`config.mk`:
```
export PLATFORM = sky130hd
export DESIGN_NAME = fat_short_name_builder
export DESIGN_NICKNAME = d
export VERILOG_FILES = /design/src/sv/fsnb_pkg.sv /design/src/sv/fat_short_name_builder.sv /design/src/sv/fsnb_front.sv /design/src/sv/fsnb_queue.sv /design/src/sv/fsnb_back.sv
export SDC_FILE = /design/constraint.sdc
export NUM_CORES = 1
export LEC_CHECK = 0
export BUFFER_PORTS_ARGS = -buffer_cell sky130_fd_sc_hd__buf_2
export CAP_MARGIN = 20
export CORE_UTILIZATION = 50
export CTS_CLUSTER_SIZE = 24
export DETAILED_ROUTE_END_ITERATION = 16
export PLACE_DENSITY = 0.66
export RECOVER_POWER = 100
export REMOVE_ABC_BUFFERS = 1
export SKIP_CTS_REPAIR_TIMING = 1
export SYNTH_ARGS = -nofsm -noshare
export SYNTH_HDL_FRONTEND = slang
export SYNTH_SLANG_ARGS = --single-unit
```
`constraint.sdc`:
```
create_clock -name clock -period 7.2 [get_ports clock]
set_input_delay 1.44 -clock clock [delete_from_list [all_inputs] [get_ports clock]]
set_output_delay 1.44 -clock clock [all_outputs]
set_load 0.02 [all_outputs]
```
`src/sv/fsnb_pkg.sv`:
```
// Shared types, constants and character helpers for the short name builder.
`default_nettype none

package fsnb_pkg;

   localparam int unsigned NAME_LEN    = 11;
   localparam int unsigned BASE_LEN    = 8;
   localparam int unsigned EXT_LEN     = 3;
   localparam int unsigned QUEUE_DEPTH = 2;

   localparam logic [7:0] FILL_BYTE = 8'h20;
   localparam logic [7:0] CH_END    = 8'h00;
   localparam logic [7:0] CH_DOT    = 8'h2E;
   localparam logic [7:0] CH_CARET  = 8'h5E;
   localparam logic [7:0] CH_LOW_A  = 8'h61;
   localparam logic [7:0] CH_LOW_Z  = 8'h7A;
   localparam logic [7:0] CH_AT     = 8'h40;
   localparam logic [7:0] CH_UP_Z   = 8'h5A;
   localparam logic [7:0] CH_ZERO   = 8'h30;
   localparam logic [7:0] CH_NINE   = 8'h39;
   localparam logic [7:0] CH_QUOTE  = 8'h27;
   localparam logic [7:0] CH_RPAREN = 8'h29;
   localparam logic [7:0] CH_HASH   = 8'h23;
   localparam logic [7:0] CH_AMP    = 8'h26;
   localparam logic [7:0] CH_BANG   = 8'h21;
   localparam logic [7:0] CH_DASH   = 8'h2D;
   localparam logic [7:0] CH_LBRACE = 8'h7B;
   localparam logic [7:0] CH_RBRACE = 8'h7D;
   localparam logic [7:0] CH_TILDE  = 8'h7E;
   localparam logic [7:0] CASE_DIFF = 8'h20;

   typedef enum logic [2:0] {
      PH_BASE = 3'd0,
      PH_SKIP = 3'd1,
      PH_DOTS = 3'd2,
      PH_EXT  = 3'd3,
      PH_IDLE = 3'd4
   } fsnb_phase_type;

   typedef logic [NAME_LEN-1:0][7:0] fsnb_bytes_type;

   // one finished name waiting for the back end
   typedef struct packed {
      fsnb_bytes_type bytes;
      logic           bad;
   } fsnb_rec_type;

   typedef struct packed {
      logic full;
      logic empty;
   } fsnb_qstat_type;

   function automatic logic ch_allowed(input logic [7:0] c);
      return (c >= CH_CARET && c <= CH_LOW_Z) || (c >= CH_AT && c <= CH_UP_Z) ||
             (c >= CH_ZERO && c <= CH_NINE) || (c >= CH_QUOTE && c <= CH_RPAREN) ||
             (c >= CH_HASH && c <= CH_AMP) || c == CH_BANG || c == CH_DASH ||
             c == CH_LBRACE || c == CH_RBRACE || c == CH_TILDE;
   endfunction

   function automatic logic [7:0] ch_upper(input logic [7:0] c);
      logic [7:0] r;
      r = c;
      if (c >= CH_LOW_A && c <= CH_LOW_Z) begin
         r = c - CASE_DIFF;
      end
      return r;
   endfunction

endpackage

`default_nettype wire

```
`src/sv/fat_short_name_builder.sv`:
```
// Top level of the FAT 8.3 short name builder.
//
//   channel  direction  words                        payload
//   req_     in         one per name character       req_ch
//   rsp_     out        11 per zero character        rsp_name_byte, rsp_byte_index,
//                                                     rsp_status, rsp_name_end
//
// One character is taken per cycle while the queue is not full; the front end
// updates the name in that cycle. A zero character moves the finished name
// into a QUEUE_DEPTH-entry queue. The back end emits one byte per cycle from
// the queue head while rsp_ready allows. req_ready drops only while the queue
// is full, so names shorter than 11 characters are paced by the back end.
// Synchronous reset clears phase, counts, name (to spaces), queue and rsp_valid.
`default_nettype none

module fat_short_name_builder #(
   parameter int unsigned QUEUE_DEPTH = fsnb_pkg::QUEUE_DEPTH
) (
   input  wire logic       clock,
   input  wire logic       reset,
   input  wire logic       req_valid,
   output logic            req_ready,
   input  wire logic [7:0] req_ch,
   output logic            rsp_valid,
   input  wire logic       rsp_ready,
   output logic [7:0]      rsp_name_byte,
   output logic [3:0]      rsp_byte_index,
   output logic            rsp_status,
   output logic            rsp_name_end
);
   import fsnb_pkg::*;

   fsnb_qstat_type qstat;
   fsnb_rec_type   push_rec;
   fsnb_rec_type   head_rec;
   logic           push;
   logic           pop;

   fsnb_front u_front (
      .clock     (clock),
      .reset     (reset),
      .req_valid (req_valid),
      .req_ready (req_ready),
      .req_ch    (req_ch),
      .qstat     (qstat),
      .push      (push),
      .push_rec  (push_rec)
   );

   fsnb_queue #(
      .DEPTH (QUEUE_DEPTH)
   ) u_queue (
      .clock    (clock),
      .reset    (reset),
      .push     (push),
      .push_rec (push_rec),
      .pop      (pop),
      .head_rec (head_rec),
      .qstat    (qstat)
   );

   fsnb_back u_back (
      .clock          (clock),
      .reset          (reset),
      .head_rec       (head_rec),
      .qstat          (qstat),
      .pop            (pop),
      .rsp_valid      (rsp_valid),
      .rsp_ready      (rsp_ready),
      .rsp_name_byte  (rsp_name_byte),
      .rsp_byte_index (rsp_byte_index),
      .rsp_status     (rsp_status),
      .rsp_name_end   (rsp_name_end)
   );

   a_last_at_end : assert property (@(posedge clock) disable iff (reset)
      rsp_valid |-> (rsp_name_end == (rsp_byte_index == 4'(NAME_LEN - 1))))
      else $error("name end flag does not match byte index");

   a_index_steps : assert property (@(posedge clock) disable iff (reset)
      (rsp_valid && rsp_ready && !rsp_name_end) |=>
         (rsp_valid && rsp_byte_index == $past(rsp_byte_index) + 4'd1))
      else $error("byte index did not advance within a burst");

   a_status_held : assert property (@(posedge clock) disable iff (reset)
      (rsp_valid && rsp_ready && !rsp_name_end) |=> (rsp_status == $past(rsp_status)))
      else $error("status changed within a burst");

   a_burst_restarts : assert property (@(posedge clock) disable iff (reset)
      (rsp_valid && rsp_ready && rsp_name_end) |=> (!rsp_valid || rsp_byte_index == 4'd0))
      else $error("new burst did not start at byte 0");

endmodule

`default_nettype wire

```
`src/sv/fsnb_front.sv`:
```
// Front end: takes characters, classifies them and builds the 11-byte name.
`default_nettype none

module fsnb_front (
   input  wire logic                  clock,
   input  wire logic                  reset,
   input  wire logic                  req_valid,
   output logic                       req_ready,
   input  wire logic [7:0]            req_ch,
   input  wire fsnb_pkg::fsnb_qstat_type qstat,
   output logic                       push,
   output fsnb_pkg::fsnb_rec_type     push_rec
);
   import fsnb_pkg::*;

   fsnb_phase_type phase_ff, phase_in;
   logic [3:0]     base_count_ff, base_count_in;
   logic [1:0]     ext_count_ff, ext_count_in;
   logic           invalid_ff, invalid_in;
   fsnb_bytes_type store_ff, store_in;

   logic       accept;
   logic       ok;
   logic       is_dot;
   logic       do_ext;
   logic [7:0] up;
   logic [3:0] ext_idx;
   logic [1:0] ext_next;

   assign req_ready = !qstat.full;
   assign accept    = req_valid && req_ready;
   assign ok        = ch_allowed(req_ch);
   assign up        = ch_upper(req_ch);
   assign is_dot    = (req_ch == CH_DOT);
   assign ext_idx   = 4'(BASE_LEN) + {2'b00, ext_count_ff};
   assign ext_next  = ext_count_ff + 2'd1;

   assign push_rec.bytes = store_ff;
   assign push_rec.bad   = invalid_ff || (base_count_ff == 4'd0);

   always_ff @(posedge clock) begin
      if (reset) begin
         phase_ff      <= PH_BASE;
         base_count_ff <= '0;
         ext_count_ff  <= '0;
         invalid_ff    <= 1'b0;
         store_ff      <= {NAME_LEN{FILL_BYTE}};
      end else begin
         phase_ff      <= phase_in;
         base_count_ff <= base_count_in;
         ext_count_ff  <= ext_count_in;
         invalid_ff    <= invalid_in;
         store_ff      <= store_in;
      end
   end

   always_comb begin
      phase_in      = phase_ff;
      base_count_in = base_count_ff;
      ext_count_in  = ext_count_ff;
      invalid_in    = invalid_ff;
      store_in      = store_ff;
      push          = 1'b0;
      do_ext        = 1'b0;

      if (accept) begin
         if (req_ch == CH_END) begin
            // hand the name over and start afresh
            push          = 1'b1;
            phase_in      = PH_BASE;
            base_count_in = '0;
            ext_count_in  = '0;
            invalid_in    = 1'b0;
            store_in      = {NAME_LEN{FILL_BYTE}};
         end else begin
            case (phase_ff)
               PH_BASE: begin
                  if (is_dot) begin
                     if (base_count_ff == 4'd0) begin
                        invalid_in = 1'b1;
                        phase_in   = PH_IDLE;
                     end else begin
                        phase_in = PH_DOTS;
                     end
                  end else if (!ok) begin
                     invalid_in = 1'b1;
                     phase_in   = PH_IDLE;
                  end else if (base_count_ff < 4'(BASE_LEN)) begin
                     store_in[base_count_ff] = up;
                     base_count_in           = base_count_ff + 4'd1;
                     if (base_count_ff == 4'(BASE_LEN - 1)) begin
                        phase_in = PH_SKIP;
                     end
                  end else begin
                     phase_in = PH_SKIP;
                  end
               end
               PH_SKIP: begin
                  if (is_dot) begin
                     phase_in = PH_DOTS;
                  end
               end
               PH_DOTS: begin
                  do_ext = !is_dot;
               end
               PH_EXT: begin
                  do_ext = 1'b1;
               end
               default: begin
               end
            endcase

            if (do_ext) begin
               if (!ok) begin
                  invalid_in = 1'b1;
                  phase_in   = PH_IDLE;
               end else if (ext_count_ff < 2'(EXT_LEN)) begin
                  store_in[ext_idx] = up;
                  ext_count_in      = ext_next;
                  phase_in          = (ext_next == 2'(EXT_LEN)) ? PH_IDLE : PH_EXT;
               end else begin
                  phase_in = PH_IDLE;
               end
            end
         end
      end
   end

endmodule

`default_nettype wire

```
`src/sv/fsnb_queue.sv`:
```
// Short queue of finished names between front and back end.
`default_nettype none

module fsnb_queue #(
   parameter int unsigned DEPTH = fsnb_pkg::QUEUE_DEPTH
) (
   input  wire logic                     clock,
   input  wire logic                     reset,
   input  wire logic                     push,
   input  wire fsnb_pkg::fsnb_rec_type   push_rec,
   input  wire logic                     pop,
   output fsnb_pkg::fsnb_rec_type        head_rec,
   output fsnb_pkg::fsnb_qstat_type      qstat
);
   import fsnb_pkg::*;

   localparam int unsigned PTR_W = (DEPTH > 1) ? $clog2(DEPTH) : 1;
   localparam int unsigned CNT_W = $clog2(DEPTH + 1);

   fsnb_rec_type     mem_ff [DEPTH];
   logic [PTR_W-1:0] wr_ptr_ff, wr_ptr_in;
   logic [PTR_W-1:0] rd_ptr_ff, rd_ptr_in;
   logic [CNT_W-1:0] count_ff, count_in;
   logic             do_push;
   logic             do_pop;

   assign qstat.full  = (count_ff == CNT_W'(DEPTH));
   assign qstat.empty = (count_ff == '0);
   assign do_push     = push && !qstat.full;
   assign do_pop      = pop && !qstat.empty;
   assign head_rec    = mem_ff[rd_ptr_ff];

   always_comb begin
      wr_ptr_in = wr_ptr_ff;
      rd_ptr_in = rd_ptr_ff;
      count_in  = count_ff;
      if (do_push) begin
         wr_ptr_in = (wr_ptr_ff == PTR_W'(DEPTH - 1)) ? '0 : wr_ptr_ff + PTR_W'(1);
      end
      if (do_pop) begin
         rd_ptr_in = (rd_ptr_ff == PTR_W'(DEPTH - 1)) ? '0 : rd_ptr_ff + PTR_W'(1);
      end
      if (do_push && !do_pop) begin
         count_in = count_ff + CNT_W'(1);
      end else if (do_pop && !do_push) begin
         count_in = count_ff - CNT_W'(1);
      end
   end

   always_ff @(posedge clock) begin
      if (reset) begin
         wr_ptr_ff <= '0;
         rd_ptr_ff <= '0;
         count_ff  <= '0;
      end else begin
         wr_ptr_ff <= wr_ptr_in;
         rd_ptr_ff <= rd_ptr_in;
         count_ff  <= count_in;
      end
   end

   always_ff @(posedge clock) begin
      if (do_push) begin
         mem_ff[wr_ptr_ff] <= push_rec;
      end
   end

endmodule

`default_nettype wire

```
`src/sv/fsnb_back.sv`:
```
// Back end: plays a queued name out as 11 words through an output register.
`default_nettype none

module fsnb_back (
   input  wire logic                     clock,
   input  wire logic                     reset,
   input  wire fsnb_pkg::fsnb_rec_type   head_rec,
   input  wire fsnb_pkg::fsnb_qstat_type qstat,
   output logic                          pop,
   output logic                          rsp_valid,
   input  wire logic                     rsp_ready,
   output logic [7:0]                    rsp_name_byte,
   output logic [3:0]                    rsp_byte_index,
   output logic                          rsp_status,
   output logic                          rsp_name_end
);
   import fsnb_pkg::*;

   logic [3:0] idx_ff, idx_in;
   logic       valid_ff, valid_in;
   logic [7:0] byte_ff;
   logic [3:0] index_ff;
   logic       status_ff;
   logic       last_ff;
   logic       load;
   logic       at_last;

   assign load    = !qstat.empty && (!valid_ff || rsp_ready);
   assign at_last = (idx_ff == 4'(NAME_LEN - 1));
   assign pop     = load && at_last;

   always_comb begin
      idx_in   = idx_ff;
      valid_in = valid_ff;
      if (load) begin
         valid_in = 1'b1;
         idx_in   = at_last ? 4'd0 : idx_ff + 4'd1;
      end else if (rsp_ready) begin
         valid_in = 1'b0;
      end
   end

   always_ff @(posedge clock) begin
      if (reset) begin
         idx_ff   <= '0;
         valid_ff <= 1'b0;
      end else begin
         idx_ff   <= idx_in;
         valid_ff <= valid_in;
      end
   end

   always_ff @(posedge clock) begin
      if (load) begin
         byte_ff   <= head_rec.bytes[idx_ff];
         index_ff  <= idx_ff;
         status_ff <= head_rec.bad;
         last_ff   <= at_last;
      end
   end

   assign rsp_valid      = valid_ff;
   assign rsp_name_byte  = byte_ff;
   assign rsp_byte_index = index_ff;
   assign rsp_status     = status_ff;
   assign rsp_name_end   = last_ff;

endmodule

`default_nettype wire

```
## Word-level counts from Yosys, hierarchy flattened

Memories as Yosys holds them, arrays and structs flattened. A register that Yosys moved wholly into a read port is not among the register bits.
Cells that the tools add are included.
W data, S select, Z words.

| storage, ports and cells | value |
|---|---|
| bits in registers | 121 |
| RAM bits | 178 |
| output and inout bits | 16 |
| word-level logic and storage cells | 178 |
| memories | 1 |

| cells by class | value |
|---|---|
| add/sub/neg operators | 9 |
| $lt $le $gt $ge | 18 |
| eq/ne operators | 16 |
| muxes and demuxes | 63 |
| reduce and logical (&&, ||, !) cells | 47 |

Memories:

| name | words | bits a word | rd ports | clocked after memory_dff | write ports | RTL line | RTL |
|---|---|---|---|---|---|---|---|
| u_queue.mem_ff | 2 | 89 | 1 | 1 | 1 | fsnb_queue.sv:20 | `fsnb_rec_type mem_ff [DEPTH];` |

Operators by type and width:

| kind | number |
|---|---|
| $mux W88 | 10 |
| $bwmux W88 | 2 |
| $demux W8 S4 | 2 |
| $mux W3 | 11 |
| $bmux W8 S4 | 1 |
| $mux W8 | 4 |
| $eq A8 B6 Y1 const B | 3 |
| $eq A8 B7 Y1 const B | 3 |
| $ge A8 B6 Y1 const B | 3 |
| $ge A8 B7 Y1 const B | 3 |
| $le A8 B6 Y1 const B | 3 |
| $mux W4 | 6 |
| $mux W1 | 19 |
| $le A8 B7 Y1 const B | 2 |
| $logic_and A1 B1 Y1 | 15 |
| $lt A4 B5 Y1 const B | 3 |
| $reduce_bool A2 Y1 | 7 |
| $mux W2 | 6 |
| $logic_or A1 B1 Y1 | 11 |
| $add A4 B1 Y4 const B | 2 |
| $ge A4 B1 Y1 const B | 2 |
| $logic_not A8 Y1 | 1 |
| $reduce_and A4 Y1 | 2 |
| $sub A8 B6 Y8 const B | 1 |
| 22 further kinds | 31 |

## Depth between registers and ports, before layout

| depth | value |
|---|---|
| depth after elaboration | 21 |
| mapped depth | 11 |

## Cells and area by module

From an unflattened synthesis, not the netlist that was laid out.

| second synthesis, totals | value |
|---|---|
| cell total of the unflattened synthesis | 836 |
| area, all modules | 12260.5 um^2 |

Modules (own cells, without submodules):

| module | instances | cells an instance | area each (um^2) | sequential area each (um^2) |
|---|---|---|---|---|
| fsnb_queue | 1 | 302 | 6671.4 | 5445.2 |
| fsnb_front | 1 | 414 | 4144.0 | 1961.9 |
| fsnb_back | 1 | 120 | 1445.1 | 520.5 |

## Worst setup path after synthesis

OpenSTA, ideal clock, no wires.

| timing | value |
|---|---|
| path type | input-to-reg |
| start | input port req_ch[4] |
| end | memory u_queue.mem_ff[0][0] (netlist bit) (enable) |
| setup time | 538 ps |
| arrival time | 6187 ps |
| data required time | 6662 ps |
| setup slack | 475 ps |
| stages | 6 |
| cell sequence | buf_2 -> buf_1 -> nor4_1 -> and3_1 -> nand2_1 -> nor2_1 |

| on the way | value |
|---|---|
| word-level cells in the longest chain between the ends | 6 |

RTL lines:

| what | RTL line | RTL |
|---|---|---|
| start, declared | fat_short_name_builder.sv:23 | `input wire logic [7:0] req_ch,` |
| $logic_not A8 Y1 | fsnb_front.sv:67 | `if (req_ch == CH_END) begin` |
| $mux W1 | fsnb_front.sv:67 |  |
| $mux W1 | fsnb_front.sv:66 | `if (accept) begin` |
| $logic_and A1 B1 Y1 | fsnb_queue.sv:29 | `assign do_push = push && !qstat.full;` |
| $mux W1 | fsnb_queue.sv:63 | `if (do_push) begin` |
| $mux W1 (not written as such) | fsnb_queue.sv:64 | `mem_ff[wr_ptr_ff] <= push_rec;` |
| end, declared | fsnb_queue.sv:20 |  |

No other way between the ends.

## Final worst setup path

| timing | value |
|---|---|
| start | input port req_ch[1] |
| end | memory u_queue.mem_ff[1][40] (netlist bit) (enable) |

Same word-level chain as after synthesis.

==> out/summary.txt <==
Multi-input gate area: 4100 sq um
Core Box Area: 24500 sq um
Worst slew pin tran: 3000 ps
Hold Crit Class: register to register
Num CTS Buffers: 30
Arr. time, crit path: 5270 ps
Critical path class: input pin to register
Ports: 28
Routed WL per cell: 21.1 um
Clk_lat worst skew: 560 ps
Max Slew Vio Count: 238
Share of cells above drive strength 1: 8.95%
Maximum vdd drop: 0.000209 V
Crit path required time: 7370 ps
Final min period: 5090 ps
P_leak: 4.37 nW
Max-cap violations: 6
Vias in the first global route: 7400
Post-synth EDFFs: 192
CTS tree: built
# rows: 57
Cell Pwr Density: 250 nW/um^2
CP Capture Type: register
Fillers: 2018
Largest fanout on the critical path: 51
Clock slew at the register clock pins of the worst setup and hold paths: 60 ps
CTS H-tree lvls: 1
Sequential element share of the synthesized area: 63.2%
Buffers on Ports: 27
Routed via count: 7652
Post-synth ARST share: 0%
Post-Synthesis Cell Area: 12500 sq um
#FFs+latches synth: 300
Synth Flop Type: edfxtp_1
Starting Density: 51.3%
Run status: complete, but fails checks
First-pass GRT wire length: 42400 um
FF+latch area: 7930 sq um
Global placer's final weighted congestion: 0.815
Max Root-Sink Buffers: 3
Failing checks: max-capacitance violations, max-slew violations
# setup viols final: 0
Worst Skew: 27.6 ps
Setup TNS Final: 0 ps
HPWL Detailed: 17000 um
Syn. warnings: 0
Most frequent cells in the layout: edfxtp_1, mux2i_1, dfxtp_1
N_diodes: 0
Total track usage: 21.5%
Routed Antenna Nets: 0
First DRT Iteration DRCs: 687
Die height: 160 um
Drc violations: 0
Post-Synthesis Cells: 948
Clk sinks: 300
Die footprint: 25700 sq um
Drt pass-1 iters: 5
RSZ-0062 raised after global routing: false
Die W: 160 um
Hold violation count in the final report: 0
Max Freq: 196 MHz
Largest net degree at the start of global routing: 72
Antenna violations before repair: 0
Final WL: 27300 um
Count of cell types in the netlist: 66
Startpoint type of the worst setup path: input pin
Grt total ovfl: 0
CTS Root Cell: clkbuf_16
Crit share post-route: 70.7%
Worst slew margin: -100%
Post-Route Utilization: 55.9%
Vias per inst: 5.90
Area growth syn-to-layout: 9.10%
Fin nets: 973
Most common cell after layout, fill and taps aside: edfxtp_1
Syn avg cell area: 13.2 sq um
==> report_power, final <==
part	switching, mW	total, mW	internal, mW
registers	0.00423	1.82	1.81
clock network	0.628	1.49	0.860
logic	0.0821	0.110	0.0281
==> state kept, by name, indices dropped and copies added, names as in the netlist, named ones only <==
| register | flops |
|---|---|
| u_front.ext_count_ff | 2 |
| u_back.rsp_name_byte | 8 |
| u_queue.rd_ptr_ff | 1 |
| u_front.base_count_ff | 4 |
| u_back.rsp_name_end | 1 |
| u_front.push_rec | 88 |
| u_back.rsp_status | 1 |
| u_front.phase_ff | 3 |
| u_queue.wr_ptr_ff | 1 |
| u_queue.mem_ff | 178 |
| u_back.idx_ff | 4 |
| u_back.rsp_byte_index | 4 |
| u_queue.count_ff | 2 |
| u_back.rsp_valid | 1 |
| u_front.invalid_ff | 1 |
==> worst paths after layout <==
kind	depth (start not counted)	from	endpoint	slack [ps]
setup / recovery	5	req_ch[1]	u_queue.mem_ff[1][40]	2110
setup reg to reg	8	u_back.idx_ff[0]	u_queue.count_ff[1]	2550
hold / removal	0	u_front.push_rec[25]	u_queue.mem_ff[0][25]	440
hold reg to reg	0	u_front.push_rec[25]	u_queue.mem_ff[0][25]	440
==> cell type report <==
| cell class | count | area share, % |
|---|---|---|
| Sequential cell | 300 | 58.0 |
| Tap cell | 324 | 2.96 |
| Inverter | 29 | 0.795 |
| Clock buffer | 47 | 6.32 |
| Clock inverter | 9 | 0.631 |
| Multi-Input combinational cell | 547 | 30.0 |
| Timing Repair Buffer | 40 | 1.34 |
==> cells by family after synthesis <==
family	synth area share, %
flip-flops	63.2
buffers and inverters	3.48
multiplexers	13.0
AND/OR/NAND/NOR	9.80
AO/OA/AOI/OAI	8.72
XOR/XNOR	0.489
adder cells (fa/ha/maj)	1.30
==> routing by layer <==
metal | global-route usage [%] | part of all wire [%] | routed length, um
met2 | 34.8 | 47 | 12900
met5 | 0 | 0 | 0
met1 | 30.2 | 45 | 12400
met4 | 6.67 | 2.3 | 641
met3 | 2.66 | 5.0 | 1370
==> synth_stat cells, drive strengths merged (4+ instances only) <==
cell    count  area [sq um]
a211oi     10          75.1
a21o       10          75.1
a21oi      20           104
a311oi      9          96.4
a31oi       8          86.3
a41o        5          50.1
and3       14          87.6
buf        30           165
clkbuf     42           163
dfxtp     108          2160
edfxtp    192          5770
ha         13           163
inv        26          97.6
mux2i     108          1080
mux4       24           541
nand2     100           375
nand2b      8          50.1
nand3      66           330
nor2       32           135
nor2b       7          43.8
nor3        8          40.0
o21ai       7          35.0
o221ai     21           184
o22ai      16           100
o32ai       8          70.1
or3         4          25.0
xor2        5          43.8
==> worst max-delay path, cell delays in order <==
cell	delay, ps
clkbuf_1	440
nor4_1	450
and3_1	300
and3_1	1870
buf_4	720
==> per-stage QoR <==
| stage | std cells | setup WS [ps] | area, sq um | hold slack (ps) | power, mW |
|---|---|---|---|---|---|
| final | 1296 | 2110 | 13700 | 437 | 3.42 |
| after global routing | 1296 | 1770 | 13700 | 449 | 3.52 |
| after CTS | 1296 | 3640 | 13800 | 436 | 3.44 |
| after detailed placement | 1240 | 3070 | 12900 | 435 | 1.97 |
| after global placement | 1240 | 3140 | 12900 | 432 | 1.97 |
| after floorplan | 876 | 812 | 12200 | 418 | 1.92 |
(Power assumes the default switching activity.)
